$ cat config.mk
export PLATFORM = sky130hd
export DESIGN_NAME = riff_wave_chunk_scanner
export DESIGN_NICKNAME = d
export VERILOG_FILES = /design/src/sv/rwcs_pkg.sv /design/src/sv/riff_wave_chunk_scanner.sv
export SDC_FILE = /design/constraint.sdc
export NUM_CORES = 1
export LEC_CHECK = 0
export BUFFER_PORTS_ARGS = -buffer_cell sky130_fd_sc_hd__buf_2
export CELL_PAD_IN_SITES_DETAIL_PLACEMENT = 1
export CELL_PAD_IN_SITES_GLOBAL_PLACEMENT = 2
export CORE_MARGIN = 2
export CORE_UTILIZATION = 29
export DETAILED_ROUTE_END_ITERATION = 7
export PLACE_DENSITY = 0.61
export SETUP_SLACK_MARGIN = 0.1
export SYNTH_ARGS = -nofsm -noshare
export SYNTH_HDL_FRONTEND = slang
export SYNTH_SLANG_ARGS = --single-unit
$ cat constraint.sdc
create_clock -name clk -period 9.26 [get_ports clk]
set_clock_uncertainty 0.2 [all_clocks]
set_input_delay 0.463 -clock clk [delete_from_list [all_inputs] [get_ports clk]]
set_output_delay 0.463 -clock clk [all_outputs]
set_load 0.1 [all_outputs]
$ cat src/sv/rwcs_pkg.sv
// Package for the RIFF/WAVE chunk scanner: tag words, smpl offsets, status codes.
// No dependencies; used by riff_wave_chunk_scanner and its port checker.
package rwcs_pkg;

    // Tags packed little-endian, first character in bits 7:0
    localparam logic [31:0] TAG_RIFF = 32'h4646_4952;
    localparam logic [31:0] TAG_WAVE = 32'h4556_4157;
    localparam logic [31:0] TAG_SMPL = 32'h6c70_6d73;
    localparam logic [31:0] TAG_DATA = 32'h6174_6164;

    // Byte offsets inside the smpl body
    localparam logic [5:0] LOOP_COUNT_AT = 6'd28;
    localparam logic [5:0] LOOP_START_AT = 6'd44;
    localparam logic [5:0] LOOP_END_AT   = 6'd48;
    localparam logic [6:0] SMPL_SPAN     = 7'd52;

    typedef enum logic [1:0] {
        ST_NOT_WAVE = 2'd0,
        ST_ABSENT   = 2'd1,
        ST_FOUND    = 2'd2
    } status_t;

endpackage

$ cat src/sv/riff_wave_chunk_scanner.sv
// RIFF/WAVE chunk scanner: byte-wide header walker with target and smpl capture.
// Depends on rwcs_pkg (tags, smpl offsets, status codes).
//
//  channel | direction | handshake          | payload
//  --------+-----------+--------------------+---------------------------------------------
//  in      | sink      | in_valid/in_stall  | file_byte, last_byte
//  out     | source    | out_valid/out_stall| status, chunk_offset, chunk_len,
//          |           |                    | loop_found, loop_first, loop_last
//  cfg     | sink      | cfg_write          | cfg_data (target tag)
//
// One byte per cycle unless a last byte waits on a stalled result. A byte is held in the
// input register, then updates the scan state; a last byte also loads the result register.
// Reset restores the target tag to 'data' and clears the scan state.
// A stalled result holds off only a last byte; ordinary bytes keep flowing past it.
module riff_wave_chunk_scanner
(
    input  logic        clk,
    input  logic        rst_n,
    input  logic        cfg_write,
    input  logic [31:0] cfg_data,
    input  logic        in_valid,
    output logic        in_stall,
    input  logic [7:0]  file_byte,
    input  logic        last_byte,
    output logic        out_valid,
    input  logic        out_stall,
    output logic [1:0]  status,
    output logic [31:0] chunk_offset,
    output logic [31:0] chunk_len,
    output logic        loop_found,
    output logic [31:0] loop_first,
    output logic [31:0] loop_last
);

    typedef enum logic [2:0] {
        PH_RIFF  = 3'd0,
        PH_RSIZE = 3'd1,
        PH_WAVE  = 3'd2,
        PH_TAG   = 3'd3,
        PH_LEN   = 3'd4,
        PH_SKIP  = 3'd5,
        PH_IDLE  = 3'd6
    } phase_t;

    logic [31:0] target_tag_reg;

    logic        s1_valid_reg, s1_valid_next;
    logic [7:0]  s1_byte_reg;
    logic        s1_last_reg;

    phase_t      phase_reg, phase_next;
    logic [31:0] pos_reg, pos_next;
    logic [31:0] word_reg, word_next;
    logic [1:0]  wcnt_reg, wcnt_next;
    logic [31:0] tag_hold_reg, tag_hold_next;
    logic [31:0] skip_reg, skip_next;
    logic        tgt_seen_reg, tgt_seen_next;
    logic [31:0] tgt_off_reg, tgt_off_next;
    logic [31:0] tgt_size_reg, tgt_size_next;
    logic [5:0]  smpl_idx_reg, smpl_idx_next;
    logic        smpl_act_reg, smpl_act_next;
    logic        lcnt_nz_reg, lcnt_nz_next;
    logic [31:0] lstart_reg, lstart_next;
    logic [31:0] lend_reg, lend_next;
    logic        loop_seen_reg, loop_seen_next;
    logic        bad_reg, bad_next;

    logic        out_valid_reg, out_valid_next;
    logic [1:0]  status_reg;
    logic [31:0] chunk_offset_reg;
    logic [31:0] chunk_len_reg;
    logic        loop_found_reg;
    logic [31:0] loop_first_reg;
    logic [31:0] loop_last_reg;

    logic        accept;
    logic        proc;
    logic        emit;
    logic        word_done;
    logic [6:0]  smpl_sum;
    rwcs_pkg::status_t st_calc;
    logic [31:0] res_off;
    logic [31:0] res_len;
    logic        res_loop;
    logic [31:0] res_first;
    logic [31:0] res_last;

    assign accept = in_valid && !in_stall;
    // a last byte waits while the previous result is still stalled
    assign proc     = s1_valid_reg && !(s1_last_reg && out_valid_reg && out_stall);
    assign in_stall = s1_valid_reg && !proc;
    assign emit     = proc && s1_last_reg;

    always_comb
    begin
        phase_next     = phase_reg;
        pos_next       = pos_reg;
        word_next      = word_reg;
        wcnt_next      = wcnt_reg;
        tag_hold_next  = tag_hold_reg;
        skip_next      = skip_reg;
        tgt_seen_next  = tgt_seen_reg;
        tgt_off_next   = tgt_off_reg;
        tgt_size_next  = tgt_size_reg;
        smpl_idx_next  = smpl_idx_reg;
        smpl_act_next  = smpl_act_reg;
        lcnt_nz_next   = lcnt_nz_reg;
        lstart_next    = lstart_reg;
        lend_next      = lend_reg;
        loop_seen_next = loop_seen_reg;
        bad_next       = bad_reg;
        word_done      = 1'b0;
        smpl_sum       = {1'b0, smpl_idx_reg} + 7'd1;

        // smpl body capture runs alongside the chunk walk
        if (smpl_act_reg)
        begin
            if (smpl_idx_reg >= rwcs_pkg::LOOP_COUNT_AT
                && smpl_idx_reg < rwcs_pkg::LOOP_COUNT_AT + 6'd4 && s1_byte_reg != 8'd0)
            begin
                lcnt_nz_next = 1'b1;
            end
            if (smpl_idx_reg >= rwcs_pkg::LOOP_START_AT
                && smpl_idx_reg < rwcs_pkg::LOOP_START_AT + 6'd4)
            begin
                lstart_next = {s1_byte_reg, lstart_reg[31:8]};
            end
            if (smpl_idx_reg >= rwcs_pkg::LOOP_END_AT
                && smpl_idx_reg < rwcs_pkg::LOOP_END_AT + 6'd4)
            begin
                lend_next = {s1_byte_reg, lend_reg[31:8]};
            end
            if (smpl_sum >= rwcs_pkg::SMPL_SPAN)
            begin
                smpl_act_next = 1'b0;
                if (lcnt_nz_next)
                begin
                    loop_seen_next = 1'b1;
                end
            end
            smpl_idx_next = smpl_sum[5:0];
        end

        if (phase_reg <= PH_LEN)
        begin
            word_next = {s1_byte_reg, word_reg[31:8]};
            wcnt_next = wcnt_reg + 2'd1;
            word_done = (wcnt_reg == 2'd3);
        end

        unique case (phase_reg)
            PH_RIFF:
            begin
                if (word_done)
                begin
                    if (word_next != rwcs_pkg::TAG_RIFF)
                    begin
                        bad_next   = 1'b1;
                        phase_next = PH_IDLE;
                    end
                    else
                    begin
                        phase_next = PH_RSIZE;
                    end
                end
            end
            PH_RSIZE:
            begin
                if (word_done)
                begin
                    phase_next = PH_WAVE;
                end
            end
            PH_WAVE:
            begin
                if (word_done)
                begin
                    if (word_next != rwcs_pkg::TAG_WAVE)
                    begin
                        bad_next   = 1'b1;
                        phase_next = PH_IDLE;
                    end
                    else
                    begin
                        phase_next = PH_TAG;
                    end
                end
            end
            PH_TAG:
            begin
                if (word_done)
                begin
                    tag_hold_next = word_next;
                    phase_next    = PH_LEN;
                end
            end
            PH_LEN:
            begin
                if (word_done)
                begin
                    if (tag_hold_reg == target_tag_reg && !tgt_seen_reg)
                    begin
                        tgt_seen_next = 1'b1;
                        tgt_off_next  = pos_reg + 32'd1;
                        tgt_size_next = word_next;
                    end
                    // arm only once: the index stays nonzero after the first smpl body
                    if (tag_hold_reg == rwcs_pkg::TAG_SMPL && !smpl_act_next
                        && smpl_idx_next == 6'd0)
                    begin
                        smpl_act_next = 1'b1;
                        smpl_idx_next = 6'd0;
                    end
                    skip_next  = word_next;
                    phase_next = (word_next != 32'd0) ? PH_SKIP : PH_TAG;
                end
            end
            PH_SKIP:
            begin
                skip_next = skip_reg - 32'd1;
                if (skip_next == 32'd0)
                begin
                    phase_next = PH_TAG;
                end
            end
            default:
            begin
            end
        endcase

        pos_next = pos_reg + 32'd1;

        if (bad_next || phase_next <= PH_WAVE)
        begin
            st_calc = rwcs_pkg::ST_NOT_WAVE;
        end
        else if (tgt_seen_next)
        begin
            st_calc = rwcs_pkg::ST_FOUND;
        end
        else
        begin
            st_calc = rwcs_pkg::ST_ABSENT;
        end

        // take the result from the scan state before it is cleared
        res_off   = (st_calc == rwcs_pkg::ST_FOUND) ? tgt_off_next : 32'd0;
        res_len   = (st_calc == rwcs_pkg::ST_FOUND) ? tgt_size_next : 32'd0;
        res_loop  = loop_seen_next;
        res_first = loop_seen_next ? lstart_next : 32'd0;
        res_last  = loop_seen_next ? lend_next : 32'd0;

        // next file starts from a clean scan
        if (s1_last_reg)
        begin
            phase_next     = PH_RIFF;
            pos_next       = 32'd0;
            word_next      = 32'd0;
            wcnt_next      = 2'd0;
            tag_hold_next  = 32'd0;
            skip_next      = 32'd0;
            tgt_seen_next  = 1'b0;
            tgt_off_next   = 32'd0;
            tgt_size_next  = 32'd0;
            smpl_idx_next  = 6'd0;
            smpl_act_next  = 1'b0;
            lcnt_nz_next   = 1'b0;
            lstart_next    = 32'd0;
            lend_next      = 32'd0;
            loop_seen_next = 1'b0;
            bad_next       = 1'b0;
        end
    end

    always_comb
    begin
        if (accept)
        begin
            s1_valid_next = 1'b1;
        end
        else if (proc)
        begin
            s1_valid_next = 1'b0;
        end
        else
        begin
            s1_valid_next = s1_valid_reg;
        end

        if (emit)
        begin
            out_valid_next = 1'b1;
        end
        else
        begin
            out_valid_next = out_valid_reg && out_stall;
        end
    end

    always_ff @(posedge clk or negedge rst_n)
    begin
        if (!rst_n)
        begin
            target_tag_reg <= rwcs_pkg::TAG_DATA;
            s1_valid_reg   <= 1'b0;
            out_valid_reg  <= 1'b0;
            phase_reg      <= PH_RIFF;
            pos_reg        <= 32'd0;
            word_reg       <= 32'd0;
            wcnt_reg       <= 2'd0;
            tag_hold_reg   <= 32'd0;
            skip_reg       <= 32'd0;
            tgt_seen_reg   <= 1'b0;
            tgt_off_reg    <= 32'd0;
            tgt_size_reg   <= 32'd0;
            smpl_idx_reg   <= 6'd0;
            smpl_act_reg   <= 1'b0;
            lcnt_nz_reg    <= 1'b0;
            lstart_reg     <= 32'd0;
            lend_reg       <= 32'd0;
            loop_seen_reg  <= 1'b0;
            bad_reg        <= 1'b0;
        end
        else
        begin
            if (cfg_write)
            begin
                target_tag_reg <= cfg_data;
            end
            s1_valid_reg  <= s1_valid_next;
            out_valid_reg <= out_valid_next;
            if (proc)
            begin
                phase_reg     <= phase_next;
                pos_reg       <= pos_next;
                word_reg      <= word_next;
                wcnt_reg      <= wcnt_next;
                tag_hold_reg  <= tag_hold_next;
                skip_reg      <= skip_next;
                tgt_seen_reg  <= tgt_seen_next;
                tgt_off_reg   <= tgt_off_next;
                tgt_size_reg  <= tgt_size_next;
                smpl_idx_reg  <= smpl_idx_next;
                smpl_act_reg  <= smpl_act_next;
                lcnt_nz_reg   <= lcnt_nz_next;
                lstart_reg    <= lstart_next;
                lend_reg      <= lend_next;
                loop_seen_reg <= loop_seen_next;
                bad_reg       <= bad_next;
            end
        end
    end

    // payload registers
    always_ff @(posedge clk)
    begin
        if (accept)
        begin
            s1_byte_reg <= file_byte;
            s1_last_reg <= last_byte;
        end
        if (emit)
        begin
            status_reg       <= st_calc;
            chunk_offset_reg <= res_off;
            chunk_len_reg    <= res_len;
            loop_found_reg   <= res_loop;
            loop_first_reg   <= res_first;
            loop_last_reg    <= res_last;
        end
    end

    assign out_valid    = out_valid_reg;
    assign status       = status_reg;
    assign chunk_offset = chunk_offset_reg;
    assign chunk_len    = chunk_len_reg;
    assign loop_found   = loop_found_reg;
    assign loop_first   = loop_first_reg;
    assign loop_last    = loop_last_reg;

endmodule

* Yosys cells after proc, flatten, opt, wreduce, memory -nomap -nowiden
Cells that the tools add are included.
** Storage, ports and cells
- Register bits :: 446
** Cells by class
- $add $sub $neg :: 4
- $lt $le $gt $ge :: 9
- Eq/ne operators :: 12
- Mux-type cells :: 70
- Reduce and logical (&&, ||, !) cells :: 35
** Operators by type and width (number)
- $mux 32 :: 21
- $ne 32x31->1 const B :: 2
- $pmux 32 s2 :: 1
- $add 32x1->32 const B :: 1
- $eq 32x31->1 const B :: 1
- $eq 32x32->1 :: 1
- $logic_not 32->1 :: 1
- $reduce_bool 32->1 :: 1
- $sub 32x1->32 const B :: 1
- $mux 3 :: 10
- $mux 6 :: 5
- $mux 1 :: 27
- $lt 6x6->1 const B :: 3
- $pmux 3 s6 :: 1
- $logic_and 1x1->1 :: 14
- $ge 6x6->1 const B :: 2
- $reduce_bool 2->1 :: 5
- $mux 2 :: 4
- $reduce_bool 8->1 :: 1
- $add 6x1->7 const B :: 1
- $ge 7x6->1 const B :: 1
- $eq 3x2->1 const B :: 2
- $eq 3x3->1 const B :: 2
- $ge 6x5->1 const B :: 1
- 14 further kinds :: 21

* Logic depth before layout (Yosys ltp)
Gate-level depths: netlist of run 1.
- Depth after elaboration :: 11
- Depth in mapped cells :: 12
- Mapped depth without buffers :: 10

* Worst setup path before layout of run 1
OpenSTA, ideal clock, no wires.
- Path type :: reg-to-reg
- From :: register out_valid_reg, in the netlist out_valid
- To :: register chunk_len_reg[0], in the netlist chunk_len[0] (enable)
- Arrival :: 4.084 ns
- Required time :: 8.576 ns
- Setup slack :: 4.492 ns
- Stages on the path, launching flop included :: 6
- Period minus slack after synthesis :: 4.768 ns
- Cells stage by stage :: dfrtp_1 -> nand3_1 -> and2_1 -> clkbuf_1 -> nand2_1 -> inv_1
** On the way
- Cells in the longest elaborated chain, start to end :: 5
** RTL lines
- start, declared :: RTL line riff_wave_chunk_scanner.sv:68 : logic out_valid_reg, out_valid_next;
- start signal, assigned :: RTL line riff_wave_chunk_scanner.sv:331 : out_valid_reg <= out_valid_next;
- $logic_and 1x1->1 (2 in a row) :: RTL line riff_wave_chunk_scanner.sv:90 : assign proc = s1_valid_reg && !(s1_last_reg && out_valid_reg && out_stall);
- $logic_not 1->1 :: RTL line riff_wave_chunk_scanner.sv:90
- $logic_and 1x1->1 :: RTL line riff_wave_chunk_scanner.sv:90
- $logic_and 1x1->1 :: RTL line riff_wave_chunk_scanner.sv:92 : assign emit = proc && s1_last_reg;
- net emit :: RTL line riff_wave_chunk_scanner.sv:78 : logic emit;
- end signal, assigned :: RTL line riff_wave_chunk_scanner.sv:366 : chunk_len_reg <= res_len;
- end, declared :: RTL line riff_wave_chunk_scanner.sv:71 : logic [31:0] chunk_len_reg;
The timed path passes the listed nets, and every way through them passes these cells.
A chain may end at the register's enable or synchronous reset.

* Final worst setup path of run 1
- From :: register wcnt_reg[0]
- To :: register chunk_offset_reg[2], in the netlist chunk_offset[2], data pin
** On the way
- Cells in the longest elaborated chain, start to end :: 8
- Elaborated cells between the ends (all ways) :: 20
- Classes of those cells :: order compare: 1; eq/ne: 2; mux: 16; reduce/logical: 1
** RTL lines
- start, declared :: RTL line riff_wave_chunk_scanner.sv:54 : logic [1:0] wcnt_reg, wcnt_next;
- start signal, assigned :: RTL line riff_wave_chunk_scanner.sv:337 : wcnt_reg <= wcnt_next;
- $eq 2x2->1 (*) :: RTL line riff_wave_chunk_scanner.sv:148 : word_done = (wcnt_reg == 2'd3);
- $mux 1 (*) :: RTL line riff_wave_chunk_scanner.sv:144 : if (phase_reg <= PH_LEN)
- $mux 3 (on tied branches)
- $pmux 3 s6 :: RTL line riff_wave_chunk_scanner.sv:151 : unique case (phase_reg)
- $le 3x2->1 :: RTL line riff_wave_chunk_scanner.sv:233 : if (bad_next || phase_next <= PH_WAVE)
- $logic_or 1x1->1 :: RTL line riff_wave_chunk_scanner.sv:233
- $mux 2 :: RTL line riff_wave_chunk_scanner.sv:233
- $eq 2x2->1 :: RTL line riff_wave_chunk_scanner.sv:247 : res_off = (st_calc == rwcs_pkg::ST_FOUND) ? tgt_off_next : 32'd0;
- end signal, assigned :: RTL line riff_wave_chunk_scanner.sv:365 : chunk_offset_reg <= res_off;
- end, declared :: RTL line riff_wave_chunk_scanner.sv:70 : logic [31:0] chunk_offset_reg;
Every way passes the cells marked *; elsewhere a longest branch is shown, timed or not.

==> key figures, run 1 <==
Clock network
  – TritonCTS clock tree: yes
  – Worst-path clk slew: 0.06 ns
  – TritonCTS buffer count: 54
  – Clock sinks: 446
  – Clock Tree Buf Depth: 3
  – Worst skew pair latency: 0.61 ns
  – Htree depth: 2
  – Root Buffer: clkbuf_16
  – Setup bufs post-CTS: 0
  – # resized after CTS: 0
  – Post-CTS Hold Fix Bufs: 45

Yosys
  – Yosys cell types: 72
  – Cell Area, Synth: 21,600 sq um
  – Most frequent cells after synthesis: 383 x nand2_1, 293 x dfrtp_1, 167 x o21ai_0, 140 x edfxtp_1, 118 x clkbuf_1
  – Post-synth top area share: 33.9%
  – Synthesized area per cell: 10.4 sq um
  – Cell taking the most area after synthesis: dfrtp_1
  – Post-synthesis net count: 2,141
  – #FFs+latches synth: 446
  – Number of flops mapped to enable cells by yosys: 140
  – Predominant post-synthesis flop cell: dfrtp_1
  – Sequential area share after synthesis: 54.9%
  – Most frequent cell after synthesis: nand2_1
  – Asr flop ratio synth: 68.6%
  – Ys Warns: 0
  – Largest cells by area after synthesis: dfrtp_1 34%, edfxtp_1 19%, nand2_1 6.6%, mux2i_1 4.4%, o21ai_0 3.9%
  – Mapped Cells: 2,089

Worst hold path
  – Hold Crit Class: in -> async

Critical path
  – Critical path class: reg -> reg
  – R2R setup slack: 4.55 ns
  – CP endpoint kind: register
  – FF-to-FF End: chunk_offset[2]
  – Slowest-stage cell, CP: buf_4
  – R2R cell count: 10
  – Worst path max stage delay: 0.65 ns
  – CP max FO: 46
  – Crit-path cells: ha_1, nand4bb_1, nor4_1, nand4_1, or4_1, nor2_4, buf_4, buf_4, mux2i_1, a211oi_2
  – Worst Setup Start Kind: register
  – WP data required: 9.38 ns
  – Most used cell, CP: buf_4
  – CP arrival: 4.83 ns
  – Worst R2R Start: wcnt_reg[0]

Global route
  – Largest net degree at the start of global routing: 90
  – Vias in the first global route: 17,700
  – First-pass GRT wire length: 111 mm
  – Initial antenna violation count: 1
  – Gr usage total: 18.4%
  – Global route total overflow: 0

Timing
  – Max-slew violations: 0
  – Crit path time final: 4.71 ns
  – Sum Neg Setup Slack: 0 ns
  – Final hold violations: 0
  – Tcrit/Tclk final: 50.9%
  – RSZ-0062 raised after global routing: no
  – Slew @ Worst Pin: 1.15 ns
  – Max Fclk: 212 MHz
  – Worst rel slew slack: 23.1%
  – Final setup fails: 0

Power
  – Worst vdd ir: 0.116 mV
  – Clk pwr share: 44.2%
  – P_int: 3.61 mW
  – Switching power: 1.44 mW
  – Sequential share of power: 43.6%
  – P per Cell Area: 195 nW/um^2
  – Net Sw Frac: 28.5%
  – Static leakage: 10.4 nW
  – Tot Pwr: 5.05 mW
  – Combinational fraction of design power: 12.2%

Finish
  – Final Non-Filler Cells: 3,278
  – FF/Latch Area: 11,900 sq um
  – Inserted Diodes: 0
  – Multi-input gate area: 8990 sq um
  – Fraction of layout cells with a size suffix above 1: 18.4%
  – Layout fillers: 8,243
  – Nets: 2,315
  – Area grow syn2layout: 19.5%

Routing
  – Antenna Violating Nets Remaining: 0
  – Vias per Instance: 5.14
  – Drt wl/cell: 21.4 microns
  – Initial DRC Count: 1,131
  – Via Count: 16,900
  – DR pass1 iterations: 5
  – Drt total wl: 70.2 mm
  – Drc violations: 0

Floorplan
  – IO Pins: 179
  – Die outline width: 277 microns
  – Full die area: 76,800 sq um
  – Initial Util: 29.2%
  – Placeable Area: 74,100 sq um
  – Vert. Die Dim: 277 microns
  – Row cnt: 100

Placement
  – Post-detail-place hpwl: 45.9 mm
  – Routability cong.: 0.816
  – I/O Buffers: 178
  – Total placed cells including tap cells: 3,131

Flow run
  – Max-cap violations: 0

Status
  – Status: finished clean
## critical path: cells and delay by family (launching register included)
kind            cells  cell delay, ns
fa+ha+maj           1            0.28
mux                 1            0.33
simple gates        5            1.88
compound gates      1            0.07
flops               1            0.40
buf+inv             2            1.19
## per-stage QoR
| stage | cell area (sq um) | utilization [%] | hold slack, ns | worst slack [ns] |
|---|---|---|---|---|
| global placement | 23500 | 31.8 | 0.248 | 4.60 |
| detailed placement | 23500 | 31.8 | 0.260 | 4.49 |
| global route | 25800 | 34.9 | 0.291 | 4.10 |
| CTS | 25800 | 34.9 | 0.265 | 4.47 |
| floorplan | 21600 | - | -0.0326 | 4.49 |
| finish | 25800 | 34.9 | 0.237 | 4.55 |
## cell families (layout without fill, tap and decap cells)
group / after synthesis / count (layout) / synth area share (%)
compound gates: 528 / 528 / 16.5
xor+xnor: 74 / 74 / 3.00
fa+ha+maj: 6 / 6 / 0.347
buf+inv: 206 / 426 / 3.94
flops: 446 / 446 / 54.9
mux: 130 / 130 / 6.21
simple gates: 699 / 699 / 15.1
## cells in the final DEF, fill, tap and decap left out, types with 6 or more instances in the layout
cell type / netlist / routed
a211oi_1: 28 / 28
a211oi_2: 38 / 38
a21oi_1: 98 / 98
a22o_1: 72 / 72
a31oi_1: 20 / 20
and2_1: 9 / 9
and3_1: 18 / 18
buf_2: 14 / 177
buf_4: 6 / 47
bufinv_16: 0 / 7
clkbuf_1: 118 / 12
clkbuf_16: 0 / 55
clkbuf_8: 0 / 7
clkinv_2: 0 / 10
dfrtp_1: 293 / 293
dfstp_2: 13 / 13
dlygate4sd3_1: 0 / 45
edfxtp_1: 140 / 140
ha_1: 6 / 6
inv_1: 54 / 53
mux2_2: 34 / 34
mux2i_1: 96 / 96
nand2_1: 383 / 382
nand3_1: 53 / 53
nand4_1: 15 / 15
nand4b_1: 6 / 6
nor2_1: 88 / 84
nor2b_1: 10 / 8
nor3_1: 37 / 36
nor4_1: 25 / 25
o21ai_0: 167 / 165
o31ai_1: 72 / 72
or4_1: 10 / 10
xnor2_1: 30 / 30
xor2_1: 44 / 44
## routing by layer
layer	wire length (microns)	share of wire (%)	up-vias	global-route usage (%)
li1	-	-	7866	-
met1	33800	48	8650	26.3
met2	32700	47	253	29.6
met3	2280	3.2	82	2.41
met4	1360	1.9	0	4.19
met5	0	0	-	0
## final cells by class
class                      count  area share (%)
multi-input combinational   1437            34.8
clock inverter                28            1.31
tap                          969            4.69
clock buffer                  74            5.87
inverter                      54           0.804
timing repair buffer         270            6.59
sequential                   446            46.0
## power by group through the flow
stage / Combinational (mW) / Sequential, mW / Clock [mW]
floorplan: 0.254 / 2.37 / 0
detailed placement: 0.608 / 2.23 / 0
global placement: 0.602 / 2.23 / 0
CTS: 0.626 / 2.20 / 2.30
finish: 0.616 / 2.20 / 2.23
global route: 0.664 / 2.21 / 2.38
## worst max-delay path by stage
stage / depth (start not counted) / end / slack (ns) / startpoint
4_1_cts: 10 / chunk_len[23] / 4.47 / wcnt_reg[0]
5_1_grt: 9 / tgt_size_reg[26] / 4.10 / wcnt_reg[0]
2_1_floorplan: 5 / chunk_len[0] / 4.49 / out_valid
3_5_place_dp: 10 / chunk_offset[2] / 4.49 / wcnt_reg[0]
3_3_place_gp: 10 / chunk_len[29] / 4.60 / wcnt_reg[0]
6_report: 10 / chunk_offset[2] / 4.55 / wcnt_reg[0]
No activity file was read; power rests on OpenSTA's default activity.
==> run 2: changes to the inputs <==
--- a/config.mk
+++ b/config.mk
@@ -11,7 +11,7 @@
 export CORE_MARGIN = 2
 export CORE_UTILIZATION = 29
 export DETAILED_ROUTE_END_ITERATION = 7
-export PLACE_DENSITY = 0.61
+export PLACE_DENSITY = 0.63
 export SETUP_SLACK_MARGIN = 0.1
 export SYNTH_ARGS = -nofsm -noshare
 export SYNTH_HDL_FRONTEND = slang
==> constraint.sdc (replaced) <==
create_clock -name clk -period 4.25 [get_ports clk]
set_clock_uncertainty 0.2 [all_clocks]
set_input_delay 0.2125 -clock clk [delete_from_list [all_inputs] [get_ports clk]]
set_output_delay 0.2125 -clock clk [all_outputs]
set_load 0.1 [all_outputs]
==> key figures, run 2 (synthesis gave the netlist of run 1 again) <==
Critical path
  – Worst path max stage delay: 0.49 ns
  – Worst Setup Start Kind: register
  – WP data required: 4.35 ns
  – Cell family with most CP delay: simple AND/OR/NAND/NOR gates
  – Slowest-stage cell, CP: nor4_2
  – Critical path class: reg -> reg
  – Crit. Startpoint: skip_reg[15]
  – Crit-path cells: nor3_1, nand2_1, nor4_2, xor2_1, nor4_1, nand4b_1, o211ai_4, buf_12, a211oi_1
  – Crit path depth: 9
  – Buf/Inv on CP: 1
  – R2R cell count: 9
  – CP max FO: 48
  – CP arrival: 3.94 ns
  – CP endpoint kind: register
  – Worst R2R Start: skip_reg[15]

Routing
  – DR pass1 iterations: 5
  – Drc violations: 0
  – Drt wl/cell: 21.6 microns
  – Vias per Instance: 5.14
  – Drt total wl: 71.4 mm
  – Initial DRC Count: 1,009
  – Via Count: 17,000
  – Antenna Violating Nets Remaining: 0

Finish
  – Area grow syn2layout: 20.7%
  – Multi-input gate area: 8990 sq um
  – Commonest non-fill, non-tap cells in the layout: 382 x nand2_1, 292 x dfrtp_1, 177 x buf_2
  – Inserted Diodes: 0
  – Most common cell after layout, fill and taps aside: nand2_1
  – FF/Latch Area: 11,900 sq um
  – Final Util: 35.2%
  – Fin area: 26,100 sq um
  – Layout fillers: 8,252
  – Nets: 2,339
  – Fraction of layout cells with a size suffix above 1: 19.3%

Clock network
  – Clock sinks: 446
  – Post-CTS Hold Fix Bufs: 45
  – TritonCTS clock tree: yes
  – Setup bufs post-CTS: 0
  – Worst skew pair latency: 0.60 ns
  – TritonCTS buffer count: 52
  – Clock Tree Buf Depth: 3
  – Worst-path clk slew: 0.06 ns
  – Root Buffer: clkbuf_16
  – # resized after CTS: 0
  – Htree depth: 2

Floorplan
  – IO Pins: 179
  – Vert. Die Dim: 277 microns
  – Die outline width: 277 microns
  – Full die area: 76,800 sq um
  – Row cnt: 100
  – Placeable Area: 74,100 sq um
  – Initial Util: 29.2%

Global route
  – First-pass GRT wire length: 111 mm
  – Gr usage total: 18.4%
  – Initial antenna violation count: 2
  – Largest net degree at the start of global routing: 111
  – Vias in the first global route: 17,800
  – Global route total overflow: 0

Power
  – Worst vdd ir: 0.220 mV
  – Static leakage: 10.5 nW
  – P per Cell Area: 419 nW/um^2

Timing
  – Final setup fails: 0
  – RSZ-0062 raised after global routing: no
  – Tcrit/Tclk final: 90.5%
  – Final hold violations: 0
  – Worst rel slew slack: 30.0%
  – Final worst slack: 0.404 ns
  – Slew @ Worst Pin: 1.02 ns
  – Crit path time final: 3.85 ns
  – Sum Neg Setup Slack: 0 ns
  – Max-slew violations: 0
  – Hold_ws: 0.0343 ns
  – Max Fclk: 260 MHz

Worst hold path
  – Hold Crit Class: in -> async

Placement
  – Dpl ws: 0.487 ns
  – I/O Buffers: 178
  – Routability cong.: 0.831
  – Post-detail-place hpwl: 46.5 mm
  – DP Area: 23,800 sq um

Flow run
  – Max-cap violations: 0

Status
  – Status: finished clean
-- run 2: cell count changes in the layout (fill, tap and decap cells not counted), moves of 2 or more --
cell	change
clkbuf_1	-4
clkbuf_8	-2
clkinv_2	+3
buf_4	+18
buf_12	+8
clkinvlp_4	-2
-- run 2: final timing paths --
path,slack [ns],to
max in group asynchronous,2.52,pos_reg[13]
worst max-delay path,0.40,chunk_len[22]
worst min-delay path,0.03,target_tag_reg[7]
worst min register to register,0.27,tgt_off_reg[4]
min in group clk,0.12,target_tag_reg[8]
worst max register to register,0.40,chunk_len[22]
-- run 2: stage by stage --
| step | power, mW | cells |
|---|---|---|
| floorplan | 5.72 | 2089 |
| global placement | 6.21 | 3157 |
| detailed placement | 6.23 | 3157 |
| CTS | 11.1 | 3300 |
| global route | 11.4 | 3300 |
| finish | 10.9 | 3300 |
-- run 2: routing by layer --
layer  up-vias  share of wire (%)  track usage, %
met1      8679                 48            26.0
li1       7910                  -               -
met3        82                3.5            2.78
met4         0                2.4            5.24
met5         -                  0               0
met2       293                 46            29.4
-- run 2: area by class of cell --
type                    instances  area share, %
clock buffers                  68           5.65
clock inverters                30           1.30
inverters                      54          0.791
multi-input cells            1437           34.4
flip-flops and latches        446           45.5
well taps                     969           4.65
repair buffers                296           7.66
-- run 2: power breakdown --
part	switching (mW)	total (mW)	internal, mW
combinational	1.04	1.38	0.349
clock	1.91	4.78	2.87
sequential	0.171	4.78	4.61
total	3.11	10.9	7.83
